## src/rtl/hcsa_pkg.sv

```systemverilog
// shared widths and constants for the hash chain segment address block
// used by every module under rtl; no dependencies
package hcsa_pkg;

  localparam int unsigned KEY_W   = 32;
  localparam int unsigned SEG_W   = 16;
  localparam int unsigned BYTE_W  = 8;
  localparam int unsigned DIV_CNT_W = $clog2(KEY_W);

  localparam logic [KEY_W-1:0] FNV_OFFSET_BASIS = 32'h811C_9DC5;
  localparam logic [KEY_W-1:0] FNV_PRIME        = 32'h0100_0193;
  localparam logic [KEY_W-1:0] BUCKET_RESET     = 32'h0010_0000;

endpackage

```

## src/rtl/hash_chain_segment_address_top.sv

```systemverilog
// hash chain segment address: fnv-1a chain steps, then fold into a bucket address
// depends on hcsa_pkg, hcsa_fnv_round, hcsa_mod_unit
// one byte round per cycle through one shared fnv round, then a bit-serial restoring remainder
// one item at a time: busy is low in the strobe cycle, so the next beat can already be taken in the strobe cycle
// reset clears the sequencer and sets bucket_count to 1048576; results cannot be stalled
module hash_chain_segment_address_top (
  input  logic                       clk_i,
  input  logic                       rst_ni,
  input  logic                       start,
  output logic                       busy,
  input  logic [hcsa_pkg::KEY_W-1:0] file_key_i,
  input  logic [hcsa_pkg::SEG_W-1:0] segment_index_i,
  input  logic                       cfg_we_i,
  input  logic [hcsa_pkg::KEY_W-1:0] cfg_wdata_i,
  output logic                       result_valid_o,
  output logic [hcsa_pkg::KEY_W-1:0] chained_key_o,
  output logic [hcsa_pkg::KEY_W-1:0] bucket_address_o,
  output logic                       probe_up_o
);

  typedef enum logic [1:0] {
    ST_IDLE,
    ST_ROUND,
    ST_LOAD,
    ST_DIV
  } state_e;

  state_e                     state_q, state_d;
  logic [hcsa_pkg::KEY_W-1:0] bucket_q, bucket_d;
  logic [hcsa_pkg::KEY_W-1:0] key_q, key_d;
  logic [hcsa_pkg::KEY_W-1:0] h_q, h_d;
  logic [hcsa_pkg::SEG_W-1:0] steps_q, steps_d;
  logic [1:0]                 byte_q, byte_d;
  logic                       valid_q, valid_d;
  logic [hcsa_pkg::KEY_W-1:0] ckey_q, ckey_d;
  logic [hcsa_pkg::KEY_W-1:0] addr_q, addr_d;
  logic                       probe_q, probe_d;

  logic                        accept;
  logic [hcsa_pkg::KEY_W-1:0]  round_in;
  logic [hcsa_pkg::KEY_W-1:0]  round_out;
  logic [hcsa_pkg::BYTE_W-1:0] round_byte;
  logic [hcsa_pkg::KEY_W-1:0]  modulus;
  logic                        div_start;
  logic                        div_done;
  logic [hcsa_pkg::KEY_W-1:0]  div_rem;

  assign accept = start && !busy;

  // each chain step seeds from its key, or the offset basis for a zero key
  assign round_in   = (byte_q != 2'd0) ? h_q :
                      (key_q == '0) ? hcsa_pkg::FNV_OFFSET_BASIS : key_q;
  assign round_byte = key_q[{byte_q, 3'b000} +: hcsa_pkg::BYTE_W];

  hcsa_fnv_round u_round (
    .h_i    (round_in),
    .data_i (round_byte),
    .h_o    (round_out)
  );

  // counts below two behave as two, giving modulus one
  assign modulus   = (bucket_q[hcsa_pkg::KEY_W-1:1] == '0) ? {{(hcsa_pkg::KEY_W-1){1'b0}}, 1'b1}
                                                           : bucket_q - 1'b1;
  assign div_start = (state_q == ST_LOAD);

  hcsa_mod_unit u_mod (
    .clk_i      (clk_i),
    .rst_ni     (rst_ni),
    .start_i    (div_start),
    .dividend_i (key_q),
    .modulus_i  (modulus),
    .done_o     (div_done),
    .rem_o      (div_rem)
  );

  always_comb begin
    state_d  = state_q;
    bucket_d = cfg_we_i ? cfg_wdata_i : bucket_q;
    key_d    = key_q;
    h_d      = h_q;
    steps_d  = steps_q;
    byte_d   = byte_q;
    valid_d  = 1'b0;
    ckey_d   = ckey_q;
    addr_d   = addr_q;
    probe_d  = probe_q;
    case (state_q)
      ST_IDLE: begin
        if (accept) begin
          key_d   = file_key_i;
          steps_d = segment_index_i;
          byte_d  = 2'd0;
          state_d = (segment_index_i == '0) ? ST_LOAD : ST_ROUND;
        end
      end
      ST_ROUND: begin
        h_d    = round_out;
        byte_d = byte_q + 1'b1;
        if (byte_q == 2'd3) begin
          key_d   = round_out;
          steps_d = steps_q - 1'b1;
          if (steps_q == {{(hcsa_pkg::SEG_W-1){1'b0}}, 1'b1}) begin
            state_d = ST_LOAD;
          end
        end
      end
      ST_LOAD: begin
        state_d = ST_DIV;
      end
      ST_DIV: begin
        if (div_done) begin
          ckey_d  = key_q;
          addr_d  = div_rem + 1'b1;
          probe_d = div_rem[0] ^ 1'b1;
          valid_d = 1'b1;
          state_d = ST_IDLE;
        end
      end
      default: begin
        state_d = ST_IDLE;
      end
    endcase
  end

  always_ff @(posedge clk_i or negedge rst_ni) begin
    if (!rst_ni) begin
      state_q  <= ST_IDLE;
      bucket_q <= hcsa_pkg::BUCKET_RESET;
      steps_q  <= '0;
      byte_q   <= 2'd0;
      valid_q  <= 1'b0;
    end else begin
      state_q  <= state_d;
      bucket_q <= bucket_d;
      steps_q  <= steps_d;
      byte_q   <= byte_d;
      valid_q  <= valid_d;
    end
  end

  always_ff @(posedge clk_i) begin
    key_q   <= key_d;
    h_q     <= h_d;
    ckey_q  <= ckey_d;
    addr_q  <= addr_d;
    probe_q <= probe_d;
  end

  assign busy             = (state_q != ST_IDLE);
  assign result_valid_o   = valid_q;
  assign chained_key_o    = ckey_q;
  assign bucket_address_o = addr_q;
  assign probe_up_o       = probe_q;

  a_strobe_idle : assert property (@(posedge clk_i) disable iff (!rst_ni)
    result_valid_o |-> (state_q == ST_IDLE) ##1 !result_valid_o)
    else $error("result beat not a single strobe at the end of an item");

  a_accept_busy : assert property (@(posedge clk_i) disable iff (!rst_ni)
    accept |=> busy && !result_valid_o)
    else $error("accepted beat did not raise busy");

  a_round_steps : assert property (@(posedge clk_i) disable iff (!rst_ni)
    (state_q == ST_ROUND) |-> (steps_q != '0))
    else $error("hash round running with no chain steps left");

  a_addr_nonzero : assert property (@(posedge clk_i) disable iff (!rst_ni)
    result_valid_o |-> (bucket_address_o != '0)
                       && (probe_up_o == bucket_address_o[0]))
    else $error("bucket address zero or probe direction mismatch");

endmodule

```

## src/rtl/hcsa_fnv_round.sv

```systemverilog
// one fnv-1a byte round: xor a byte into the hash, multiply by the prime mod 2^32
// depends on hcsa_pkg
module hcsa_fnv_round (
  input  logic [hcsa_pkg::KEY_W-1:0]  h_i,
  input  logic [hcsa_pkg::BYTE_W-1:0] data_i,
  output logic [hcsa_pkg::KEY_W-1:0]  h_o
);

  logic [hcsa_pkg::KEY_W-1:0] mixed;

  assign mixed = h_i ^ {{(hcsa_pkg::KEY_W-hcsa_pkg::BYTE_W){1'b0}}, data_i};
  // 32-bit context keeps only the low word of the product
  assign h_o   = mixed * hcsa_pkg::FNV_PRIME;

endmodule

```

## src/rtl/hcsa_mod_unit.sv

```systemverilog
// iterative remainder unit, one dividend bit per cycle (restoring)
// depends on hcsa_pkg
module hcsa_mod_unit (
  input  logic                       clk_i,
  input  logic                       rst_ni,
  input  logic                       start_i,
  input  logic [hcsa_pkg::KEY_W-1:0] dividend_i,
  input  logic [hcsa_pkg::KEY_W-1:0] modulus_i,
  output logic                       done_o,
  output logic [hcsa_pkg::KEY_W-1:0] rem_o
);

  logic                           busy_q, busy_d;
  logic                           done_q, done_d;
  logic [hcsa_pkg::DIV_CNT_W-1:0] cnt_q, cnt_d;
  logic [hcsa_pkg::KEY_W-1:0]     dvd_q, dvd_d;
  logic [hcsa_pkg::KEY_W-1:0]     mod_q, mod_d;
  logic [hcsa_pkg::KEY_W-1:0]     rem_q, rem_d;
  logic [hcsa_pkg::KEY_W:0]       rem_shift;
  logic [hcsa_pkg::KEY_W+1:0]     diff;

  assign rem_shift = {rem_q, dvd_q[hcsa_pkg::KEY_W-1]};
  assign diff      = {1'b0, rem_shift} - {2'b00, mod_q};

  always_comb begin
    busy_d = busy_q;
    done_d = 1'b0;
    cnt_d  = cnt_q;
    dvd_d  = dvd_q;
    mod_d  = mod_q;
    rem_d  = rem_q;
    if (start_i) begin
      busy_d = 1'b1;
      cnt_d  = '0;
      dvd_d  = dividend_i;
      mod_d  = modulus_i;
      rem_d  = '0;
    end else if (busy_q) begin
      dvd_d = {dvd_q[hcsa_pkg::KEY_W-2:0], 1'b0};
      // subtract when the shifted remainder reaches the modulus
      rem_d = diff[hcsa_pkg::KEY_W+1] ? rem_shift[hcsa_pkg::KEY_W-1:0]
                                      : diff[hcsa_pkg::KEY_W-1:0];
      cnt_d = cnt_q + 1'b1;
      if (cnt_q == {hcsa_pkg::DIV_CNT_W{1'b1}}) begin
        busy_d = 1'b0;
        done_d = 1'b1;
      end
    end
  end

  always_ff @(posedge clk_i or negedge rst_ni) begin
    if (!rst_ni) begin
      busy_q <= 1'b0;
      done_q <= 1'b0;
      cnt_q  <= '0;
    end else begin
      busy_q <= busy_d;
      done_q <= done_d;
      cnt_q  <= cnt_d;
    end
  end

  always_ff @(posedge clk_i) begin
    dvd_q <= dvd_d;
    mod_q <= mod_d;
    rem_q <= rem_d;
  end

  assign done_o = done_q;
  assign rem_o  = rem_q;

  a_start_idle : assert property (@(posedge clk_i) disable iff (!rst_ni)
    start_i |-> !busy_q)
    else $error("remainder unit started while busy");

  a_done_single : assert property (@(posedge clk_i) disable iff (!rst_ni)
    done_q |-> !busy_q ##1 !done_q)
    else $error("remainder done not a single pulse after the last step");

  a_rem_bound : assert property (@(posedge clk_i) disable iff (!rst_ni)
    (busy_q || done_q) |-> (rem_q < mod_q))
    else $error("partial remainder reached the modulus");

endmodule

```

## config.mk

```make
export PLATFORM = sky130hd
export DESIGN_NAME = hash_chain_segment_address_top
export DESIGN_NICKNAME = d
export VERILOG_FILES = /design/src/rtl/hcsa_pkg.sv /design/src/rtl/hash_chain_segment_address_top.sv /design/src/rtl/hcsa_fnv_round.sv /design/src/rtl/hcsa_mod_unit.sv
export SDC_FILE = /design/constraint.sdc
export NUM_CORES = 1
export LEC_CHECK = 0
export BUFFER_PORTS_ARGS = -buffer_cell sky130_fd_sc_hd__buf_2
export CAP_MARGIN = 25
export CORE_ASPECT_RATIO = 0.5
export CORE_UTILIZATION = 45
export DETAILED_ROUTE_END_ITERATION = 10
export GPL_TIMING_DRIVEN = 1
export PLACE_DENSITY = 0.61
export SETUP_SLACK_MARGIN = 0.5
export SKIP_LAST_GASP = 1
export SLEW_MARGIN = 10
export SYNTH_ARGS = -nofsm -noshare
export SYNTH_HDL_FRONTEND = slang
export SYNTH_SLANG_ARGS = --single-unit
```

## constraint.sdc

```tcl
create_clock -name clk_i -period 11.3 [get_ports clk_i]
set_input_delay 2.26 -clock clk_i [delete_from_list [all_inputs] [get_ports clk_i]]
set_output_delay 2.26 -clock clk_i [all_outputs]
set_load 0.1 [all_outputs]
```

==> flow_metrics.tcl, run 1 <==
set metrics [dict create \
    syn-num-nets 2237 \
    start_kind "register" \
    worstSetupPathType "reg2reg" \
    ys_ff_latch 284 \
    cts_buffers 29 \
    wire_per_inst_um 17.2 \
    timing.slew.headroom_pct 36.1 \
    syn_area_per_cell_sq_um 10.8 \
    hold_path_class "reg2reg" \
    gr-total-overflow 0 \
    maxSlewViolCount 0 \
    yosysTopAreaCell "edfxtp_1" \
    async_flop_share_pct 21.1 \
    grt_pass1_vias 13100 \
    vias 13600 \
    groute.layer.met3.usage_pct 2.64 \
    areaGrowthSynthToFinish_pct 12.5 \
    gp_congestion 0.892 \
    cts.repair.resized 0 \
    status "complete, no violations" \
    stdcell_area_sq_mm 0.0224 \
    antenna_found_initial 2 \
    drt-total-wl_um 44900 \
    min_from "steps_q[7]$_DFFE_PN0P_" \
    synthTopCellsByCount "252 x inv_1, 228 x ha_1, 192 x edfxtp_1" \
    synth_area_sq_mm 0.0199 \
    die_w_um 300 \
    via_per_inst 5.24 \
    grt_usage_pct 20.0 \
    drt_iter0_drc 842 \
    maxClockFrequency_mhz 125 \
    htreeDepth 1 \
    place_hpwl_um 34500 \
    cp-end-kind "register" \
    route.detailed.drc 0 \
    timing.final.crit_period_ns 7.97 \
    setup_viol_count_final 0 \
    grt_max_degree 90 \
    final_nets 2381 \
    synth_edf_count 192 \
    ff2ff_setup_slack_ns 3.33 \
    hold_buffers 0 \
    busiest_layer "met2" \
    yosysSeqAreaShare_pct 39.7 \
    dp_slack_ns 3.36 \
    maxCapViolations 0 \
    yosysMostFrequentCell "inv_1" \
    met1_usage_pct 26.8 \
    dieHeight_um 151 \
    crit_fanout 33 \
    drt_first_pass_iters 7 \
    fin_ws_ns 3.33 \
    clock_latency_ns 0.55 \
    hold_viol_final 0 \
    synth_area_leaders "edfxtp_1 29%, ha_1 14%, fa_1 7.5%" \
    cts_max_path_buffers 3 \
    startpoint "byte_q[0]$_DFFE_PN0P_" \
    drtAntennaViolNets 0 \
    path_clk_slew_ns 0.07 \
    drive_gt1_share_pct 16.7 \
    postLayoutCoreUtil_pct 51.3 \
    synth_top_area_share_pct 28.9 \
    fin_crit_sh_pct 70.5 \
    synth.yosys.warnings 0 \
    post_cts_buffers 0 \
    tns_ns 0 \
    rsz0062_at_grt "false" \
    worstPathRequired_ns 11.59 \
    core_sq_mm 0.0436 \
    synth_top_flop_cell "edfxtp_1" \
    die_area_sq_mm 0.0452 \
    grt_use_met2_pct 34.6 \
    dpl-instance-area_sq_mm 0.0213 \
    cts.sinks 284 \
    io_pins 151 \
    nFillCells 3927 \
    arrival_ns 8.26 \
    grt_pass1_wl_um 71200 \
    start_util_pct 45.6 \
    cts_root_buf "clkbuf_16" \
    r2r-start "byte_q[0]$_DFFE_PN0P_" \
    netlist-cell-type-count 74 \
    fp-row-count 54 \
    worst_slew_pin_slew_ns 0.950 \
    netlist_instances 1850 \
    cts_tree "yes" \
    port-buffer-count 150 \
    skew_ns 0.0125 \
]
## worst paths after layout
check	cells after the start	end
hold reg to reg	1	steps_q[7]$_DFFE_PN0P_
setup / recovery	26	key_q[23]$_DFFE_PP_
hold / removal	1	steps_q[7]$_DFFE_PN0P_
max in group asynchronous	2	bucket_q[26]$_DFFE_PN0P_
min in group asynchronous	2	bucket_q[5]$_DFFE_PN0P_
setup reg to reg	26	key_q[23]$_DFFE_PP_
## critical path, stage by stage (launching register included)
cell and delay [ns]:
dfrtp_1 0.66, inv_1 0.12, ha_1 0.21, buf_4 0.25, o21ai_1 0.13, buf_4 0.23
o22ai_1 0.14, xnor2_1 0.38, buf_4 0.27, ha_1 0.25, ha_1 0.30, fa_1 0.43
ha_1 0.23, fa_1 0.48, ha_1 0.31, inv_1 0.06, fa_1 0.53, inv_1 0.04
ha_1 0.36, a211o_1 0.31, nor4_1 0.57, nor2_1 0.13, a41oi_1 0.37, nor2_1 0.09
a311o_1 0.38, xor2_1 0.17, mux2_2 0.28
## logic make-up after synthesis
kind of cell	after synthesis	synth area share, %
DFF	284	39.7
adders and majority gates	303	21.9
muxes	121	7.24
AOI/OAI and AO/OA	281	9.36
and+or+nand+nor	427	10.1
xor gates and xnor gates	129	5.82
buffers and inverters	305	5.89
## sequential cells by signal, summed over array words and instances, names as in the netlist
register	count
bucket_address_o	32
bucket_q	32
chained_key_o	32
h_q	32
key_q	32
u_mod.dvd_q	32
u_mod.mod_q	32
u_mod.rem_o	32
steps_q	16
u_mod.cnt_q	5
byte_q	2
state_q	2
result_valid_o	1
u_mod.busy_q	1
u_mod.done_o	1
## metrics by stage
stage	instances	hold slack, ns
floorplan	1850	0.467
global placement	2548	0.482
detailed placement	2549	0.488
CTS	2602	0.514
global route	2605	0.545
finish	2605	0.515
## routing by layer
| layer | wire, um | part of all wire [%] | vias to the layer above |
|---|---|---|---|
| met1 | 20600 | 46 | 6514 |
| met5 | 0 | 0 | - |
| li1 | - | - | 6817 |
| met4 | 1040 | 2.3 | 0 |
| met2 | 21600 | 48 | 258 |
| met3 | 1710 | 3.8 | 60 |
## area by class of cell
type                    count  area [sq um]  share of cell area [%]
clock inverters             9           171                   0.765
inverters                 252           946                    4.22
well taps                 588           736                    3.28
clock buffers              44           863                    3.85
repair buffers            166           902                    4.03
flip-flops and latches    284          7910                    35.3
diodes                      1          2.50                  0.0112
multi-input cells        1261         10900                    48.5
## placed cells by master, fill, tap and decap left out, types with 19 or more instances in the layout
cell type    n
clkbuf_16   30
dfxtp_1     32
nor3_1      32
buf_2      150
o21ai_0     57
nand3_1     42
mux2_2     105
ha_1       226
xnor2_1     87
fa_1        75
inv_1      252
dfrtp_1     59
nor4_1      24
xor2_1      40
a311oi_1    19
nand2_1    119
edfxtp_1   192
a21oi_1     81
nor2_1     121
Power of run 1 is not shown: default switching activity piles up to over one toggle a cycle in this logic, so the estimate is an artifact.
==> run 2, diff against run 1 <==
--- a/config.mk
+++ b/config.mk
@@ -5,13 +5,14 @@
 export SDC_FILE = /design/constraint.sdc
 export NUM_CORES = 1
 export LEC_CHECK = 0
+export ABC_AREA = 1
 export BUFFER_PORTS_ARGS = -buffer_cell sky130_fd_sc_hd__buf_2
 export CAP_MARGIN = 25
 export CORE_ASPECT_RATIO = 0.5
 export CORE_UTILIZATION = 45
 export DETAILED_ROUTE_END_ITERATION = 10
 export GPL_TIMING_DRIVEN = 1
-export PLACE_DENSITY = 0.61
+export PLACE_DENSITY = 0.63
 export SETUP_SLACK_MARGIN = 0.5
 export SKIP_LAST_GASP = 1
 export SLEW_MARGIN = 10
==> constraint.sdc (replaced) <==
create_clock -name clk_i -period 7.2 [get_ports clk_i]
set_input_delay 1.44 -clock clk_i [delete_from_list [all_inputs] [get_ports clk_i]]
set_output_delay 1.44 -clock clk_i [all_outputs]
set_load 0.1 [all_outputs]
==> run 2 against run 1 <==
Effect of this change:
- cell count rose by 25%
- via count rose by 20%
- routed wire length rose by 20%
- sequential share of layout area fell by 2.2 points
- worst setup slack got worse by 2.6 ns
- first-iteration DRC count rose by 26%
- hold slack got worse by 0.052 ns
- count of clock-buffer cells in the layout did not move
- design area rose by 6.6%
- non-clock buffer count rose by 44
- clock skew rose by 0.010 ns
- critical path depth fell by 1
==> flow_metrics.tcl, run 2 <==
set metrics [dict create \
    worstPathRequired_ns 7.49 \
    start_util_pct 46.0 \
    vias 16400 \
    yosysMostFrequentCell "nand2_1" \
    p_seq_share_pct 28.6 \
    dp_slack_ns 0.297 \
    maxCapViolations 0 \
    skew_ns 0.0229 \
    m1WireLength_um 24500 \
    gr-total-overflow 0 \
    synth_top_area_share_pct 27.5 \
    place_hpwl_um 42700 \
    power.leakage_nw 11.3 \
    drive_gt1_share_pct 14.3 \
    tns_ns 0 \
    areaGrowthSynthToFinish_pct 14.0 \
    fin_ws_ns 0.727 \
    synth_area_leaders "edfxtp_1 28%, ha_1 14%, nand2_1 8.7%" \
    setup_viol_count_final 0 \
    wl_met2_um 26100 \
    dr.max_layer_used "met4" \
    hold_viol_final 0 \
    path_clk_slew_ns 0.06 \
    die_w_um 307 \
    timing.final.crit_period_ns 6.47 \
    yosysSeqAreaShare_pct 37.8 \
    stdcell_area_sq_mm 0.0239 \
    p_int_mw 4.00 \
    gp_congestion 0.934 \
    die_area_sq_mm 0.0475 \
    cts.sinks 284 \
    arrival_ns 6.76 \
    core_sq_mm 0.0456 \
    ir_worst_vdd_mv 0.206 \
    hold_path_class "reg2reg" \
    place_inst 3165 \
    clock_latency_ns 0.58 \
    wl_met3_um 2010 \
    io_pins 151 \
    p_total_mw 6.74 \
    final_common_cell "nand2_1" \
    via_per_inst 5.05 \
    synthTopCellsByCount "484 x nand2_1, 416 x inv_1, 228 x ha_1" \
    antenna_cells 0 \
    crit_fanout 12 \
    cts_max_path_buffers 3 \
    timing.slew.headroom_pct 41.3 \
    rsz0062_at_grt "false" \
    netlist_instances 2410 \
    drt-total-wl_um 53900 \
    status "complete, no violations" \
    dieHeight_um 155 \
    stdcell_count 3248 \
    maxSlewViolCount 0 \
    grt_max_degree 65 \
    synth_area_sq_mm 0.0209 \
    p_comb_share_pct 48.0 \
    worstSetupPathType "reg2reg" \
    port-buffer-count 150 \
    synth.yosys.warnings 0 \
    start_kind "register" \
    pwr-share-clk_pct 23.4 \
    dpl-instance-area_sq_mm 0.0225 \
    antenna_found_initial 0 \
    hold_buffers 0 \
    netlist-cell-type-count 66 \
    final_nets 2984 \
    hold_ws_ns 0.463 \
    switchingPower_mw 2.74 \
    synth_edf_count 192 \
    fin_crit_sh_pct 89.9 \
    ys_ff_latch 284 \
    synth_top_flop_cell "edfxtp_1" \
    drt_iter0_drc 1063 \
    grt_pass1_wl_um 84700 \
    route.detailed.drc 0 \
    power.density_mw_per_mm2 282 \
    grt_usage_pct 22.6 \
    cts_buffers 30 \
    drt_first_pass_iters 7 \
    grt_pass1_vias 15700 \
    syn_area_per_cell_sq_um 8.69 \
    mostFrequentLayoutCells "484 x nand2_1, 411 x inv_1, 222 x ha_1" \
    cts_tree "yes" \
    cp-end-kind "register" \
    async_flop_share_pct 21.1 \
    drtAntennaViolNets 0 \
    syn-num-nets 2797 \
    sw_frac_of_total_pct 40.7 \
    worst_slew_pin_slew_ns 0.880 \
    htreeDepth 1 \
    cts_root_buf "clkbuf_16" \
    maxClockFrequency_mhz 154 \
    yosysTopAreaCell "edfxtp_1" \
    fp-row-count 55 \
    postLayoutCoreUtil_pct 52.4 \
    wire_per_inst_um 16.6 \
]
-- run 2: path summary, 6_finish.rpt --
path,startpoint,end,cells after the start,slack [ns]
max,byte_q[1]$_DFFE_PN0P_,key_q[21]$_DFFE_PP_,25,0.73
min,key_q[7]$_DFFE_PP_,chained_key_o[7]$_DFFE_PP_,0,0.46
max reg2reg,byte_q[1]$_DFFE_PN0P_,key_q[21]$_DFFE_PP_,25,0.73
min reg2reg,key_q[7]$_DFFE_PP_,chained_key_o[7]$_DFFE_PP_,0,0.46
max in group asynchronous,rst_ni,byte_q[1]$_DFFE_PN0P_,2,5.57
min in group asynchronous,rst_ni,bucket_q[28]$_DFFE_PN0P_,2,1.03
-- run 2: cell type report --
cell class	instances	area, sq um
Sequential cell	284	7910
Multi-Input combinational cell	1638	11300
Clock inverter	12	121
Timing Repair Buffer	210	1240
Inverter	433	1630
Fill cell	4354	21700
Clock buffer	44	880
Tap cell	627	785
-- run 2: cells by family after synthesis --
group,synth area share [%]
buffers and inverters,8.97
flip-flops,37.8
XOR/XNOR,4.24
AO/OA/AOI/OAI,10.3
multiplexers,0.418
AND/OR/NAND/NOR,17.5
adder cells (fa/ha/maj),20.8
-- run 2: power by group through the flow --
stage               clock, mW  sequential [mW]  combinational [mW]
global route             1.67             1.93                3.66
global placement            0             1.96                3.08
floorplan                   0             1.95                2.28
CTS                      1.61             1.92                3.13
detailed placement          0             1.96                3.10
finish                   1.58             1.92                3.23
-- run 2: worst max-delay path: stages, from the launching register on --
cell and delay, ns:
dfrtp_2 0.46, inv_1 0.13, buf_4 0.21, a21oi_1 0.06, a32o_1 0.28, xor2_2 0.32
inv_1 0.17, ha_1 0.31, ha_1 0.30, fa_1 0.49, ha_1 0.21, fa_1 0.48
ha_1 0.29, inv_1 0.05, fa_1 0.54, inv_1 0.05, ha_2 0.33, nand2_1 0.08
nand2_1 0.06, a31oi_2 0.24, o21ai_1 0.20, a21oi_2 0.20, o21bai_1 0.11, a21oi_1 0.17
xor2_1 0.30, o21ai_1 0.14
-- run 2: routing by layer --
| metal | vias to the layer above | track usage (%) |
|---|---|---|
| li1 | 8279 | - |
| met1 | 7730 | 30.7 |
| met2 | 321 | 39.0 |
| met3 | 69 | 2.25 |
| met4 | 0 | 5.50 |
| met5 | - | 0 |
-- run 2: timing repair --
| item | CTS | global route |
|---|---|---|
| resized for setup | 6 | 31 |
| pin swaps | 1 | 5 |
| endpoints found under the setup margin | 10 | 29 |
| buffers inserted | 1 | 25 |
No activity file was read; power rests on OpenSTA's default activity.
